**src/design/regular_polygon_vertex_generator_defines.svh**
```systemverilog
`ifndef REGULAR_POLYGON_VERTEX_GENERATOR_DEFINES_SVH
`define REGULAR_POLYGON_VERTEX_GENERATOR_DEFINES_SVH

// Same-cycle implication, checking disabled in reset.
`define RPVG_ASSERT_NOW(label, clk, rstn, ante, cons, msg) \
    label: assert property (@(posedge clk) disable iff (!rstn) (ante) |-> (cons)) \
        else $error(msg);

// Next-cycle implication, checking disabled in reset.
`define RPVG_ASSERT_NEXT(label, clk, rstn, ante, cons, msg) \
    label: assert property (@(posedge clk) disable iff (!rstn) (ante) |=> (cons)) \
        else $error(msg);

`endif

```
**src/design/rpvg_pkg.sv**
```systemverilog
`default_nettype none
package rpvg_pkg;

    localparam int NUM_SIDES_W   = 6;
    localparam int MIN_SIDES     = 3;
    localparam int MAX_SIDES     = 63;
    localparam int DEFAULT_SIDES = 6;
    localparam int CORDIC_STEPS  = 24;
    localparam int STEP_W        = 5;

    localparam logic signed [33:0] CORDIC_GAIN = 34'sh026DD3B6A;
    localparam logic signed [33:0] ONE_Q30     = 34'sh040000000;

    typedef struct packed {
        logic signed [31:0] cos_q30;
        logic signed [31:0] sin_q30;
    } cs_t;

    // arctangent of 2^-k in units of 2^32 per turn
    function automatic logic signed [31:0] atan_turns(input logic [STEP_W-1:0] k);
        logic signed [31:0] a;
        case (k)
            5'd0:  a = 32'sh20000000;
            5'd1:  a = 32'sh12E4051E;
            5'd2:  a = 32'sh09FB385B;
            5'd3:  a = 32'sh051111D4;
            5'd4:  a = 32'sh028B0D43;
            5'd5:  a = 32'sh0145D7E1;
            5'd6:  a = 32'sh00A2F61E;
            5'd7:  a = 32'sh00517C55;
            5'd8:  a = 32'sh0028BE53;
            5'd9:  a = 32'sh00145F2F;
            5'd10: a = 32'sh000A2F98;
            5'd11: a = 32'sh000517CC;
            5'd12: a = 32'sh00028BE6;
            5'd13: a = 32'sh000145F3;
            5'd14: a = 32'sh0000A2FA;
            5'd15: a = 32'sh0000517D;
            5'd16: a = 32'sh000028BE;
            5'd17: a = 32'sh0000145F;
            5'd18: a = 32'sh00000A30;
            5'd19: a = 32'sh00000518;
            5'd20: a = 32'sh0000028C;
            5'd21: a = 32'sh00000146;
            5'd22: a = 32'sh000000A3;
            5'd23: a = 32'sh00000051;
            default: a = 32'sh0;
        endcase
        return a;
    endfunction

    function automatic logic [31:0] sat32(input logic signed [36:0] v);
        logic [31:0] r;
        if (v[36:31] == 6'b000000 || v[36:31] == 6'b111111) begin
            r = v[31:0];
        end else if (v[36]) begin
            r = 32'h80000000;
        end else begin
            r = 32'h7FFFFFFF;
        end
        return r;
    endfunction

endpackage
`default_nettype wire

```
**src/design/regular_polygon_vertex_generator.sv**
```systemverilog
// Regular polygon vertex generator. Each request carries a centre and a pointer
// vertex (signed Q16.16) and a square-snap flag in s_tuser; the block returns
// num_sides+1 vertices, the start vertex first and the closing vertex last with
// m_tlast set. The closing vertex always lies on a multiple of 90 degrees, where
// the CORDIC iterations are skipped. A bit-serial division sets the angle step,
// then each vertex takes a phase update, the 24-step CORDIC unit, an 8-pass 18x32
// multiply-accumulate and the output load. A stalled output adds its stall to the
// vertex behind it. s_tready is high only between requests. num_sides is written
// through cfg_wr_en/cfg_wr_data; the user is to write it only while idle, which
// the block itself does not enforce. Values below 3 are ignored.
`default_nettype none
`include "regular_polygon_vertex_generator_defines.svh"
module regular_polygon_vertex_generator (
    input  wire logic         aclk,
    input  wire logic         aresetn,
    input  wire logic         cfg_wr_en,
    input  wire logic [5:0]   cfg_wr_data,
    input  wire logic         s_tvalid,
    output logic              s_tready,
    input  wire logic [127:0] s_tdata,   // center_x, center_y, vertex_x, vertex_y
    input  wire logic         s_tuser,   // snap_square
    output logic              m_tvalid,
    input  wire logic         m_tready,
    output logic [63:0]       m_tdata,   // out_x, out_y
    output logic              m_tlast    // last_vertex
);
    import rpvg_pkg::*;

    typedef enum logic [6:0] {
        S_IDLE   = 7'b0000001,
        S_DIV    = 7'b0000010,
        S_FIRST  = 7'b0000100,
        S_PHASE  = 7'b0001000,
        S_CORDIC = 7'b0010000,
        S_MAC    = 7'b0100000,
        S_OUT    = 7'b1000000
    } state_t;

    state_t                 state_reg, state_next;
    logic [NUM_SIDES_W-1:0] sides_reg, sides_next;
    logic [NUM_SIDES_W-1:0] n_reg, n_next;
    logic [NUM_SIDES_W-1:0] i_reg, i_next;
    logic [NUM_SIDES_W-1:0] rem_reg, rem_next;
    logic [NUM_SIDES_W-1:0] acc_reg, acc_next;
    logic [5:0]             cnt_reg, cnt_next;
    logic [31:0]            quot_reg, quot_next;
    logic [31:0]            phase_reg, phase_next;
    logic signed [31:0]     cx_reg, cx_next, cy_reg, cy_next;
    logic signed [32:0]     dx_reg, dx_next, dy_reg, dy_next;
    logic                   cstart_reg, cstart_next;
    logic                   mstart_reg, mstart_next;
    logic                   mvalid_reg, mvalid_next;
    logic [31:0]            ox_reg, ox_next, oy_reg, oy_next;
    logic                   olast_reg, olast_next;

    logic                   in_fire, slot_free;
    logic signed [32:0]     dx_in, dy_in;
    logic [NUM_SIDES_W:0]   rem_ext, acc_sum;
    logic                   div_ge, wrap;
    logic                   cordic_done, mac_done;
    cs_t                    cs;
    logic signed [35:0]     rx, ry;

    rpvg_cordic u_cordic (
        .aclk    (aclk),
        .aresetn (aresetn),
        .start   (cstart_reg),
        .phase   (phase_reg),
        .done    (cordic_done),
        .cs      (cs)
    );

    rpvg_mac u_mac (
        .aclk    (aclk),
        .aresetn (aresetn),
        .start   (mstart_reg),
        .dx      (dx_reg),
        .dy      (dy_reg),
        .cs      (cs),
        .done    (mac_done),
        .rx      (rx),
        .ry      (ry)
    );

    assign s_tready  = (state_reg == S_IDLE);
    assign in_fire   = s_tvalid && s_tready;
    assign slot_free = !mvalid_reg || m_tready;

    assign dx_in = $signed({s_tdata[95], s_tdata[95:64]})
                 - $signed({s_tdata[31], s_tdata[31:0]});
    assign dy_in = $signed({s_tdata[127], s_tdata[127:96]})
                 - $signed({s_tdata[63], s_tdata[63:32]});

    // restoring division of 2^32 by n, one quotient bit a cycle
    assign rem_ext = {rem_reg, (cnt_reg == 6'd0)};
    assign div_ge  = rem_ext >= {1'b0, n_reg};
    // phase(i) = i*q + floor((i*r + n/2) / n), carried as a running remainder
    assign acc_sum = {1'b0, acc_reg} + {1'b0, rem_reg};
    assign wrap    = acc_sum >= {1'b0, n_reg};

    always_comb begin
        state_next  = state_reg;
        sides_next  = sides_reg;
        n_next      = n_reg;
        i_next      = i_reg;
        rem_next    = rem_reg;
        acc_next    = acc_reg;
        cnt_next    = cnt_reg;
        quot_next   = quot_reg;
        phase_next  = phase_reg;
        cx_next     = cx_reg;
        cy_next     = cy_reg;
        dx_next     = dx_reg;
        dy_next     = dy_reg;
        cstart_next = 1'b0;
        mstart_next = 1'b0;
        ox_next     = ox_reg;
        oy_next     = oy_reg;
        olast_next  = olast_reg;
        mvalid_next = mvalid_reg && !m_tready;

        if (cfg_wr_en && cfg_wr_data >= NUM_SIDES_W'(MIN_SIDES)) begin
            sides_next = (cfg_wr_data > NUM_SIDES_W'(MAX_SIDES)) ? NUM_SIDES_W'(MAX_SIDES)
                                                                 : cfg_wr_data;
        end

        case (state_reg)
            S_IDLE: begin
                if (in_fire) begin
                    cx_next  = $signed(s_tdata[31:0]);
                    cy_next  = $signed(s_tdata[63:32]);
                    dx_next  = dx_in;
                    dy_next  = dy_in;
                    if (s_tuser) begin
                        if (dy_in < dx_in) begin
                            dy_next = dx_in;
                        end else begin
                            dx_next = dy_in;
                        end
                    end
                    n_next     = sides_reg;
                    rem_next   = '0;
                    cnt_next   = '0;
                    state_next = S_DIV;
                end
            end
            S_DIV: begin
                rem_next  = div_ge ? NUM_SIDES_W'(rem_ext - {1'b0, n_reg})
                                   : rem_ext[NUM_SIDES_W-1:0];
                quot_next = {quot_reg[30:0], div_ge};
                cnt_next  = cnt_reg + 1'b1;
                if (cnt_reg == 6'd32) begin
                    acc_next   = n_reg >> 1;
                    phase_next = '0;
                    i_next     = '0;
                    state_next = S_FIRST;
                end
            end
            S_FIRST: begin
                if (slot_free) begin
                    ox_next     = sat32(37'(cx_reg) + 37'(dx_reg));
                    oy_next     = sat32(37'(cy_reg) + 37'(dy_reg));
                    olast_next  = 1'b0;
                    mvalid_next = 1'b1;
                    state_next  = S_PHASE;
                end
            end
            S_PHASE: begin
                if (wrap) begin
                    acc_next   = NUM_SIDES_W'(acc_sum - {1'b0, n_reg});
                    phase_next = phase_reg + quot_reg + 32'd1;
                end else begin
                    acc_next   = acc_sum[NUM_SIDES_W-1:0];
                    phase_next = phase_reg + quot_reg;
                end
                i_next      = i_reg + 1'b1;
                cstart_next = 1'b1;
                state_next  = S_CORDIC;
            end
            S_CORDIC: begin
                if (cordic_done) begin
                    mstart_next = 1'b1;
                    state_next  = S_MAC;
                end
            end
            S_MAC: begin
                if (mac_done) begin
                    state_next = S_OUT;
                end
            end
            S_OUT: begin
                if (slot_free) begin
                    ox_next     = sat32(37'(cx_reg) + 37'(rx));
                    oy_next     = sat32(37'(cy_reg) + 37'(ry));
                    olast_next  = (i_reg == n_reg);
                    mvalid_next = 1'b1;
                    state_next  = (i_reg == n_reg) ? S_IDLE : S_PHASE;
                end
            end
            default: state_next = S_IDLE;
        endcase
    end

    always_ff @(posedge aclk) begin
        if (!aresetn) begin
            state_reg  <= S_IDLE;
            sides_reg  <= NUM_SIDES_W'(DEFAULT_SIDES);
            n_reg      <= NUM_SIDES_W'(DEFAULT_SIDES);
            i_reg      <= '0;
            cnt_reg    <= '0;
            cstart_reg <= 1'b0;
            mstart_reg <= 1'b0;
            mvalid_reg <= 1'b0;
        end else begin
            state_reg  <= state_next;
            sides_reg  <= sides_next;
            n_reg      <= n_next;
            i_reg      <= i_next;
            cnt_reg    <= cnt_next;
            cstart_reg <= cstart_next;
            mstart_reg <= mstart_next;
            mvalid_reg <= mvalid_next;
        end
        rem_reg   <= rem_next;
        acc_reg   <= acc_next;
        quot_reg  <= quot_next;
        phase_reg <= phase_next;
        cx_reg    <= cx_next;
        cy_reg    <= cy_next;
        dx_reg    <= dx_next;
        dy_reg    <= dy_next;
        ox_reg    <= ox_next;
        oy_reg    <= oy_next;
        olast_reg <= olast_next;
    end

    assign m_tvalid = mvalid_reg;
    assign m_tdata  = {oy_reg, ox_reg};
    assign m_tlast  = olast_reg;

    `RPVG_ASSERT_NEXT(a_accept_starts_div, aclk, aresetn, in_fire,
        state_reg == S_DIV, "accepted request did not start the divider")
    `RPVG_ASSERT_NOW(a_vertex_count, aclk, aresetn,
        state_reg != S_IDLE && state_reg != S_DIV, i_reg <= n_reg,
        "vertex index ran past the side count")
    `RPVG_ASSERT_NOW(a_cordic_done_state, aclk, aresetn, cordic_done,
        state_reg == S_CORDIC, "CORDIC finished outside its state")
    `RPVG_ASSERT_NOW(a_mac_done_state, aclk, aresetn, mac_done,
        state_reg == S_MAC, "multiply pass finished outside its state")

endmodule
`default_nettype wire

```
**src/design/rpvg_cordic.sv**
```systemverilog
`default_nettype none
module rpvg_cordic (
    input  wire logic         aclk,
    input  wire logic         aresetn,
    input  wire logic         start,
    input  wire logic [31:0]  phase,
    output logic              done,
    output rpvg_pkg::cs_t     cs
);
    import rpvg_pkg::*;

    logic               busy_reg, busy_next;
    logic               done_reg, done_next;
    logic [STEP_W-1:0]  k_reg, k_next;
    logic [1:0]         quad_reg, quad_next;
    logic signed [33:0] x_reg, x_next, y_reg, y_next;
    logic signed [31:0] z_reg, z_next;
    logic signed [33:0] xs, ys;
    logic signed [31:0] xc, yc;

    function automatic logic signed [31:0] clamp30(input logic signed [33:0] v);
        logic signed [31:0] r;
        if (v > ONE_Q30) begin
            r = ONE_Q30[31:0];
        end else if (v < -ONE_Q30) begin
            r = -ONE_Q30[31:0];
        end else begin
            r = v[31:0];
        end
        return r;
    endfunction

    assign xs = x_reg >>> k_reg;
    assign ys = y_reg >>> k_reg;

    always_comb begin
        busy_next = busy_reg;
        done_next = 1'b0;
        k_next    = k_reg;
        quad_next = quad_reg;
        x_next    = x_reg;
        y_next    = y_reg;
        z_next    = z_reg;
        if (start) begin
            quad_next = phase[31:30];
            k_next    = '0;
            y_next    = '0;
            z_next    = $signed({2'b00, phase[29:0]});
            if (phase[29:0] == 30'd0) begin
                // exact angle, skip the iterations
                x_next    = ONE_Q30;
                done_next = 1'b1;
            end else begin
                x_next    = CORDIC_GAIN;
                busy_next = 1'b1;
            end
        end else if (busy_reg) begin
            if (!z_reg[31]) begin
                x_next = x_reg - ys;
                y_next = y_reg + xs;
                z_next = z_reg - atan_turns(k_reg);
            end else begin
                x_next = x_reg + ys;
                y_next = y_reg - xs;
                z_next = z_reg + atan_turns(k_reg);
            end
            k_next = k_reg + 1'b1;
            if (k_reg == STEP_W'(CORDIC_STEPS - 1)) begin
                busy_next = 1'b0;
                done_next = 1'b1;
            end
        end
    end

    always_ff @(posedge aclk) begin
        if (!aresetn) begin
            busy_reg <= 1'b0;
            done_reg <= 1'b0;
            k_reg    <= '0;
        end else begin
            busy_reg <= busy_next;
            done_reg <= done_next;
            k_reg    <= k_next;
        end
        quad_reg <= quad_next;
        x_reg    <= x_next;
        y_reg    <= y_next;
        z_reg    <= z_next;
    end

    assign xc = clamp30(x_reg);
    assign yc = clamp30(y_reg);

    always_comb begin
        case (quad_reg)
            2'd0: begin cs.cos_q30 = xc;  cs.sin_q30 = yc;  end
            2'd1: begin cs.cos_q30 = -yc; cs.sin_q30 = xc;  end
            2'd2: begin cs.cos_q30 = -xc; cs.sin_q30 = -yc; end
            default: begin cs.cos_q30 = yc; cs.sin_q30 = -xc; end
        endcase
    end

    assign done = done_reg;

endmodule
`default_nettype wire

```
**src/design/rpvg_mac.sv**
```systemverilog
`default_nettype none
module rpvg_mac (
    input  wire logic                aclk,
    input  wire logic                aresetn,
    input  wire logic                start,
    input  wire logic signed [32:0]  dx,
    input  wire logic signed [32:0]  dy,
    input  wire rpvg_pkg::cs_t       cs,
    output logic                     done,
    output logic signed [35:0]       rx,
    output logic signed [35:0]       ry
);
    import rpvg_pkg::*;

    logic               issue_reg, issue_next;
    logic [2:0]         j_reg, j_next;
    logic               mvld_reg;
    logic [2:0]         tag_reg;
    logic               done_reg;
    logic signed [49:0] prod_reg;
    logic signed [65:0] accx_reg, accx_next, accy_reg, accy_next;
    logic signed [32:0] a_sel;
    logic signed [17:0] a_part;
    logic signed [31:0] b_sel;
    logic signed [65:0] term;
    logic signed [65:0] rnd_x, rnd_y;

    // j[2:1]: dx*cos, dy*sin, dx*sin, dy*cos; j[0]: low or high half of the offset
    assign a_sel  = j_reg[1] ? dy : dx;
    assign b_sel  = (j_reg[2] ^ j_reg[1]) ? cs.sin_q30 : cs.cos_q30;
    assign a_part = j_reg[0] ? $signed({a_sel[32], a_sel[32:16]})
                             : $signed({2'b00, a_sel[15:0]});

    assign term = tag_reg[0] ? (66'(prod_reg) <<< 16) : 66'(prod_reg);

    always_comb begin
        issue_next = issue_reg;
        j_next     = j_reg;
        accx_next  = accx_reg;
        accy_next  = accy_reg;
        if (start) begin
            issue_next = 1'b1;
            j_next     = '0;
            accx_next  = '0;
            accy_next  = '0;
        end else begin
            if (issue_reg) begin
                j_next = j_reg + 1'b1;
                if (j_reg == 3'd7) begin
                    issue_next = 1'b0;
                end
            end
            if (mvld_reg) begin
                case (tag_reg[2:1])
                    2'd0:    accx_next = accx_reg + term;
                    2'd1:    accx_next = accx_reg - term;
                    default: accy_next = accy_reg + term;
                endcase
            end
        end
    end

    always_ff @(posedge aclk) begin
        if (!aresetn) begin
            issue_reg <= 1'b0;
            mvld_reg  <= 1'b0;
            done_reg  <= 1'b0;
            j_reg     <= '0;
        end else begin
            issue_reg <= issue_next;
            mvld_reg  <= issue_reg && !start;
            done_reg  <= mvld_reg && tag_reg == 3'd7 && !start;
            j_reg     <= j_next;
        end
        tag_reg  <= j_reg;
        prod_reg <= a_part * b_sel;
        accx_reg <= accx_next;
        accy_reg <= accy_next;
    end

    assign rnd_x = (accx_reg + 66'sd536870912) >>> 30;
    assign rnd_y = (accy_reg + 66'sd536870912) >>> 30;
    assign rx    = rnd_x[35:0];
    assign ry    = rnd_y[35:0];
    assign done  = done_reg;

endmodule
`default_nettype wire
```
**config.mk**
```make
export PLATFORM = sky130hd
export DESIGN_NAME = regular_polygon_vertex_generator
export DESIGN_NICKNAME = d
export VERILOG_FILES = /design/src/design/rpvg_pkg.sv /design/src/design/regular_polygon_vertex_generator.sv /design/src/design/rpvg_cordic.sv /design/src/design/rpvg_mac.sv
export VERILOG_INCLUDE_DIRS = /design/src /design/src/design
export SDC_FILE = /design/constraint.sdc
export NUM_CORES = 2
export LEC_CHECK = 0
export BUFFER_PORTS_ARGS = -buffer_cell sky130_fd_sc_hd__buf_4
export CORE_UTILIZATION = 42
export DETAILED_ROUTE_END_ITERATION = 8
export PLACE_DENSITY = 0.67
export SLEW_MARGIN = 15
export SYNTH_ARGS = -nofsm -noshare
export SYNTH_HDL_FRONTEND = slang
export SYNTH_HIERARCHICAL = 1
export SYNTH_SLANG_ARGS = --single-unit
```
**constraint.sdc**
```tcl
create_clock -name aclk -period 16.7 [get_ports aclk]
set_clock_uncertainty 0.1 [all_clocks]
set_input_delay 1.67 -clock aclk [delete_from_list [all_inputs] [get_ports aclk]]
set_output_delay 1.67 -clock aclk [all_outputs]
set_load 0.03 [all_outputs]
```
## After elaboration in Yosys (flattened, before gate mapping)

Memories as Yosys holds them, arrays and structs flattened. A register that Yosys moved wholly into a read port is not among the register bits.
Index checks and enable logic that the tools add are counted.

| storage, ports and cells | value |
|---|---|
| latch bits | 0 |
| register bits after elaboration | 605 |
| output and inout bits | 67 |
| memories kept | 2 |
| word-level logic and storage cells | 229 |
| input bits | 140 |
| memory bits (read-only) | 1920 |
| memory bits (writable) | 0 |

Memory list:

| memory | words | bits a word | read ports | clocked after Yosys merged registers in | wr ports | line | source |
|---|---|---|---|---|---|---|---|
| (no name shown) | 32 | 30 | 1 | 1 | 0 | rpvg_pkg.sv:22 | `case (k)` |
| (no name shown) | 32 | 30 | 1 | 1 | 0 | rpvg_pkg.sv:22 |  |

| cells by class | value |
|---|---|
| eq/ne operators | 26 |
| $lt $le $gt $ge | 9 |
| shift-type cells | 2 |
| muxes and demuxes | 84 |
| reductions and logical operators | 39 |
| bitwise operators | 3 |
| divide/modulo/power cells | 0 |
| $add $sub $neg | 28 |
| $mul | 1 |

Operators with widths:

| cell | number |
|---|---|
| $mux 32 | 26 |
| $pmux 32 s2 | 3 |
| $pmux 64 s3 | 1 |
| $mux 34 | 4 |
| $add 66x31->66 const B | 2 |
| $add 66x66->66 | 2 |
| $mux 33 | 4 |
| $pmux 66 s2 | 1 |
| $add 32x36->37 | 2 |
| $add 32x33->34 | 2 |
| $add 34x34->34 | 2 |
| $gt 34x32->1 const B | 2 |
| $lt 34x31->1 const B | 2 |
| $sshr 34x5->34 | 2 |
| $sub 34x34->34 | 2 |
| $sub 32x32->33 | 2 |
| $sub 66x66->66 | 1 |
| $mux 65 | 1 |
| $add 32x32->32 | 2 |
| $neg 32->32 | 2 |
| $mux 30 | 2 |
| $mul 18x32->50 | 1 |
| $pmux 7 s7 | 1 |
| $pmux 6 s2 | 4 |
| 47 further kinds | 119 |

## Longest topological paths before layout

| depth | value |
|---|---|
| depth after elaboration | 7 |
| depth in mapped cells | 46 |
| mapped depth without buffers | 39 |

## Hierarchy

The synthesis kept the hierarchy.

By module, submodules not included:

| module | cells each | times used | area an instance (um2) |
|---|---|---|---|
| rpvg_mac | 4606 | 1 | 37255.7 |
| regular_polygon_vertex_generator | 2919 | 1 | 26198.9 |
| rpvg_cordic | 2668 | 1 | 20631.0 |

## Least setup slack after synthesis

No wires, ideal clock.

| timing | value |
|---|---|
| path type | register to register |
| from | reg u_cordic.y_reg[2] |
| to | reg u_mac.prod_reg[47] |
| arrival | 10.131 ns |
| library setup time | 0.072 ns |
| cell stages (with the launch flop) | 43 |
| path slack | 6.397 ns |
| path buffers | 8 |
| clock period less this slack | 10.303 ns |
| path through | dfxtp_1 buf_2 nor4_2 nand3_1 o41a_1 o41ai_2 buf_2 buf_2 buf_1 nand2_1 ha_1 clkbuf_1 o21a_1 buf_2 o21ai_0 o21ai_1 mux4_2 a21oi_1 [7 not listed] fa_1 fa_1 inv_1 fa_1 inv_1 ha_1 clkbuf_1 a21o_1 a21o_1 a21oi_1 o21ai_0 a2111oi_0 o32ai_1 a311oi_1 o31a_1 o21ai_0 a21oi_1 xnor2_1 |

RTL lines:

| what | line | source |
|---|---|---|
| start: declaration | rpvg_cordic.sv:16 | `logic signed [33:0] x_reg, x_next, y_reg, y_next;` |
| start signal: assignment | rpvg_cordic.sv:87 | `y_reg <= y_next;` |
| end signal: assignment | rpvg_mac.sv:76 | `prod_reg <= a_part * b_sel;` |
| end: declaration | rpvg_mac.sv:20 | `logic signed [49:0] prod_reg;` |

==> impl_metrics.sql <==
INSERT INTO impl_metrics (metric_group, metric, value, unit) VALUES
('logic_synthesis', 'ys_seq_area_frac', '0.1913', ''),
('drt', 'drt_first_pass_iters', '7', ''),
('drt', 'num_vias', '76590', ''),
('final_layout', 'drive_above_1_share', '0.08087', ''),
('timing', 'timing.setup.tns', '0', 'ns'),
('power_and_ir_drop', 'max-vdd-ir-drop', '707.9', 'uV'),
('cts', 'clock_tree.buffer_depth', '3', ''),
('timing', 'rsz0062_at_grt', 'no', ''),
('die', 'placeableCoreArea', '198000', 'sq um'),
('logic_synthesis', 'yosys_register_bits', '635', ''),
('timing', 'final-hold-violation-count', '0', ''),
('setup_path', 'worst_ep_arrival_time', '12.18', 'ns'),
('setup_path', 'worstSetupPathType', 'register to register', ''),
('outcome', 'status', 'finished clean', ''),
('global_routing', 'grt_start_max_net_pins', '95', ''),
('cts', 'cts-htree-levels', '3', ''),
('cts', 'cts_resized', '0', ''),
('die', 'dieWidth', '449.4', 'um'),
('logic_synthesis', 'yosysWarningCount', '6', ''),
('setup_path', 'cpMaxStageDelayCell', 'mux2i_1', ''),
('power_and_ir_drop', 'leakage_power_figure', '0.04016', 'uW'),
('die', 'num_rows', '163', ''),
('setup_path', 'timing.reg2reg.worst_path_depth', '38', ''),
('timing', 'timing.final.max_slew_violations', '0', ''),
('cts', 'tritoncts', 'yes', ''),
('hold_path', 'whs_endpoint', 'u_mac/tag_reg[2]', ''),
('logic_synthesis', 'async_reset_ff_frac', '0', ''),
('cts', 'cts_hold_buf', '0', ''),
('final_layout', 'num-fill-cells', '19240', ''),
('cts', 'cts-root-buf', 'clkbuf_16', ''),
('global_routing', 'globalRoute.totalOverflow', '0', ''),
('cts', 'cts.sinks', '635', ''),
('logic_synthesis', 'synth_enable_flop_cells', '337', ''),
('setup_path', 'timing.critical_path.fanout_max', '77', ''),
('global_routing', 'grt_pass1_wl', '454300', 'um'),
('setup_path', 'rrSetupSlack', '5.03', 'ns'),
('timing', 'slew_headroom', '0.1515', ''),
('logic_synthesis', 'yosys_most_used_dff', 'edfxtp_1', ''),
('cts', 'cts_buffers', '85', ''),
('die', 'die_h', '449.4', 'um'),
('logic_synthesis', 'netlist_instances', '10190', ''),
('timing', 'maxClockFrequency', '85.70', 'MHz'),
('setup_path', 'regToRegStartpoint', 'u_cordic/y_reg[19]', ''),
('setup_path', 'crit_path_start_kind', 'register', ''),
('cts', 'source_to_sink_clock_delay_at_the_later_pin_of_the_worst_skew_pair', '0.74', 'ns'),
('run', 'timing.max_cap.violations', '0', ''),
('setup_path', 'nature_of_the_critical_path_endpoint', 'register', ''),
('place', 'place.detailed.hpwl', '237600', 'um'),
('final_layout', 'finish.net_count', '11470', ''),
('logic_synthesis', 'post_synth_instance_area', '84090', 'sq um'),
('setup_path', 'most_numerous_cell_on_the_critical_path', 'fa_1', ''),
('global_routing', 'groute.usage.overall', '0.2887', ''),
('setup_path', 'crit_path_max_incr_delay', '0.98', 'ns'),
('setup_path', 'cp_data_required_time', '17.21', 'ns'),
('logic_synthesis', 'post_synth_num_cell_types', '129', ''),
('final_layout', 'area_growth_syn_to_fin', '7.947', '%'),
('die', 'start_util', '0.4246', ''),
('drt', 'routed_via_density', '5.972', ''),
('drt', 'drt.antenna.violating_nets', '0', ''),
('timing', 'timing.final.setup_violations', '0', ''),
('die', 'design.portCount', '207', ''),
('hold_path', 'min_delay_path_depth', '0', ''),
('place', 'port_buffers', '206', ''),
('timing', 'final_clock_period_utilization_by_the_worst_path', '0.6988', ''),
('cts', 'post_cts_buffers', '0', ''),
('drt', 'detailedRoute.firstIterationViolations', '6834', ''),
('logic_synthesis', 'syn-num-nets', '11560', ''),
('drt', 'post-route-drc-count', '0', ''),
('timing', 'worst_hold_slack', '0.3319', 'ns'),
('global_routing', 'grt_pass1_vias', '74820', ''),
('setup_path', 'r2r_end', 'u_mac/prod_reg[44]', ''),
('hold_path', 'worst_min_delay_path_class', 'register to register', ''),
('hold_path', 'hp-start', 'u_mac/j_reg[2]', ''),
('power_and_ir_drop', 'cellPowerDensity', '252.2', 'nW/um^2'),
('drt', 'wl', '300900', 'um'),
('timing', 'timing.final.crit_period', '11.67', 'ns'),
('logic_synthesis', 'postSynthAreaPerCell', '8.249', 'sq um'),
('timing', 'max_slew.worst_pin.slew', '1.237', 'ns'),
('die', 'fp.dieArea', '202000', 'sq um'),
('cts', 'clk_pin_slew_worst_paths', '0.06', 'ns'),
('global_routing', 'antenna_found_initial', '12', ''),
('place', 'routabilityCongestion', '1.016', ''),
('drt', 'route.detailed.wl_per_inst', '23.46', 'um');
power breakdown:
part	internal, uW	switching, uW
Clock	1120	807
Combinational	7450	10900
Sequential	2260	377
Total	10800	12100
how the worst max path moves through the flow:
stage / from / to / slack (ns) / depth (start not counted)
2_1_floorplan: u_cordic/y_reg[2] / u_mac/prod_reg[47] / 6.40 / 42
3_3_place_gp: u_cordic/y_reg[19] / u_mac/prod_reg[46] / 5.14 / 38
4_1_cts: u_cordic/y_reg[19] / u_mac/prod_reg[46] / 5.00 / 38
6_report: u_cordic/y_reg[19] / u_mac/prod_reg[44] / 5.03 / 38
3_5_place_dp: u_cordic/y_reg[19] / u_mac/prod_reg[46] / 5.02 / 38
5_1_grt: u_cordic/y_reg[2] / u_mac/prod_reg[44] / 4.32 / 37
synth_stat cells (all sizes together) (34+ instances only):
cell type,number,share of area
o22ai,34,0.0025
or3,46,0.0034
o21a,97,0.0087
nand3,214,0.013
and2,78,0.0058
nand2,1246,0.056
a21o,292,0.026
nor2,854,0.038
nand4,114,0.0086
xor2,279,0.029
inv,923,0.041
a31oi,126,0.0094
o31ai,55,0.0051
nor2b,101,0.0075
mux2,125,0.017
a211oi,99,0.0089
mux2i,163,0.019
mux4,102,0.028
o21ai,521,0.031
o21bai,80,0.0072
clkbuf,369,0.016
xnor2,424,0.044
fa,568,0.14
nor4,49,0.0049
nand2b,97,0.0072
and3,101,0.0075
nor3,165,0.010
buf,127,0.0085
a21oi,902,0.054
edfxtp,337,0.12
o211ai,59,0.0054
dfxtp,298,0.071
ha,654,0.097
layout by cell type, fill, tap and decap left out, types with 76 or more instances in the layout:
cell type | synthesis | final
nand4_1 | 113 | 113
o21a_1 | 97 | 97
nand2_1 | 1244 | 1242
a21o_1 | 291 | 291
nand3_1 | 214 | 214
a21oi_1 | 901 | 899
mux4_2 | 87 | 87
a211oi_1 | 98 | 98
dfxtp_1 | 298 | 288
ha_1 | 654 | 654
xnor2_1 | 423 | 422
nor2_1 | 851 | 849
buf_4 | 16 | 322
nor3_1 | 160 | 160
o21ai_0 | 497 | 493
and2_1 | 76 | 76
xor2_1 | 279 | 279
a31oi_1 | 125 | 125
edfxtp_1 | 337 | 337
clkbuf_16 | 0 | 86
nand2b_1 | 97 | 96
nor2b_1 | 101 | 99
mux2i_1 | 162 | 161
mux2_2 | 121 | 121
fa_1 | 568 | 568
inv_1 | 920 | 918
o21bai_1 | 79 | 79
and3_1 | 101 | 101
logic make-up (layout without fill, tap and decap cells):
logic type	Yosys count	in the layout	synth area share
mux	390	390	0.06427
flops	635	635	0.1913
compound gates	2610	2610	0.1962
fa+ha+maj	1222	1222	0.2325
buf+inv	1425	1409	0.06641
simple gates	3206	3206	0.1754
xor+xnor	705	705	0.07385
other cells	0	8	0
area by class of cell:
type	count	area [sq um]	area share
Timing Repair Buffer	322	2417	0.02663
Tap cell	2640	3303	0.03639
Antenna cell	8	20.02	0.0002206
Sequential cell	635	16110	0.1775
Inverter	929	3492	0.03847
Multi-Input combinational cell	8133	62540	0.6890
Clock buffer	105	2287	0.02520
Clock inverter	53	599.3	0.006603
metal layers:
metal,global-route usage,up-vias,part of all wire
met5,0,-,0.00014
met4,0.1518,6,0.059
met3,0.03870,696,0.065
met2,0.4818,3087,0.47
met1,0.3619,37250,0.41
li1,-,35560,-
critical path: cells and delay by family (launching register included):
kind | cells | cell delay (ns)
buffers and inverters | 6 | 1.05
AO/OA/AOI/OAI | 14 | 3.09
XOR/XNOR | 1 | 0.15
flip-flops | 1 | 0.29
multiplexers | 1 | 0.98
adder cells (fa/ha/maj) | 8 | 3.60
AND/OR/NAND/NOR | 8 | 2.25
per-stage QoR:
| step | worst slack [ns] | std cells | total power, uW | cell area, sq um | utilization |
|---|---|---|---|---|---|
| floorplan | 6.397 | 10190 | 15840 | 84090 | - |
| global placement | 5.138 | 12660 | 20320 | 87860 | 0.4437 |
| detailed placement | 5.020 | 12660 | 20680 | 87860 | 0.4437 |
| CTS | 5.001 | 12820 | 22730 | 90750 | 0.4583 |
| global route | 4.323 | 12820 | 25010 | 90750 | 0.4583 |
| finish | 5.031 | 12830 | 22900 | 90770 | 0.4584 |
Note: power is estimated with default switching activity, not from simulation.
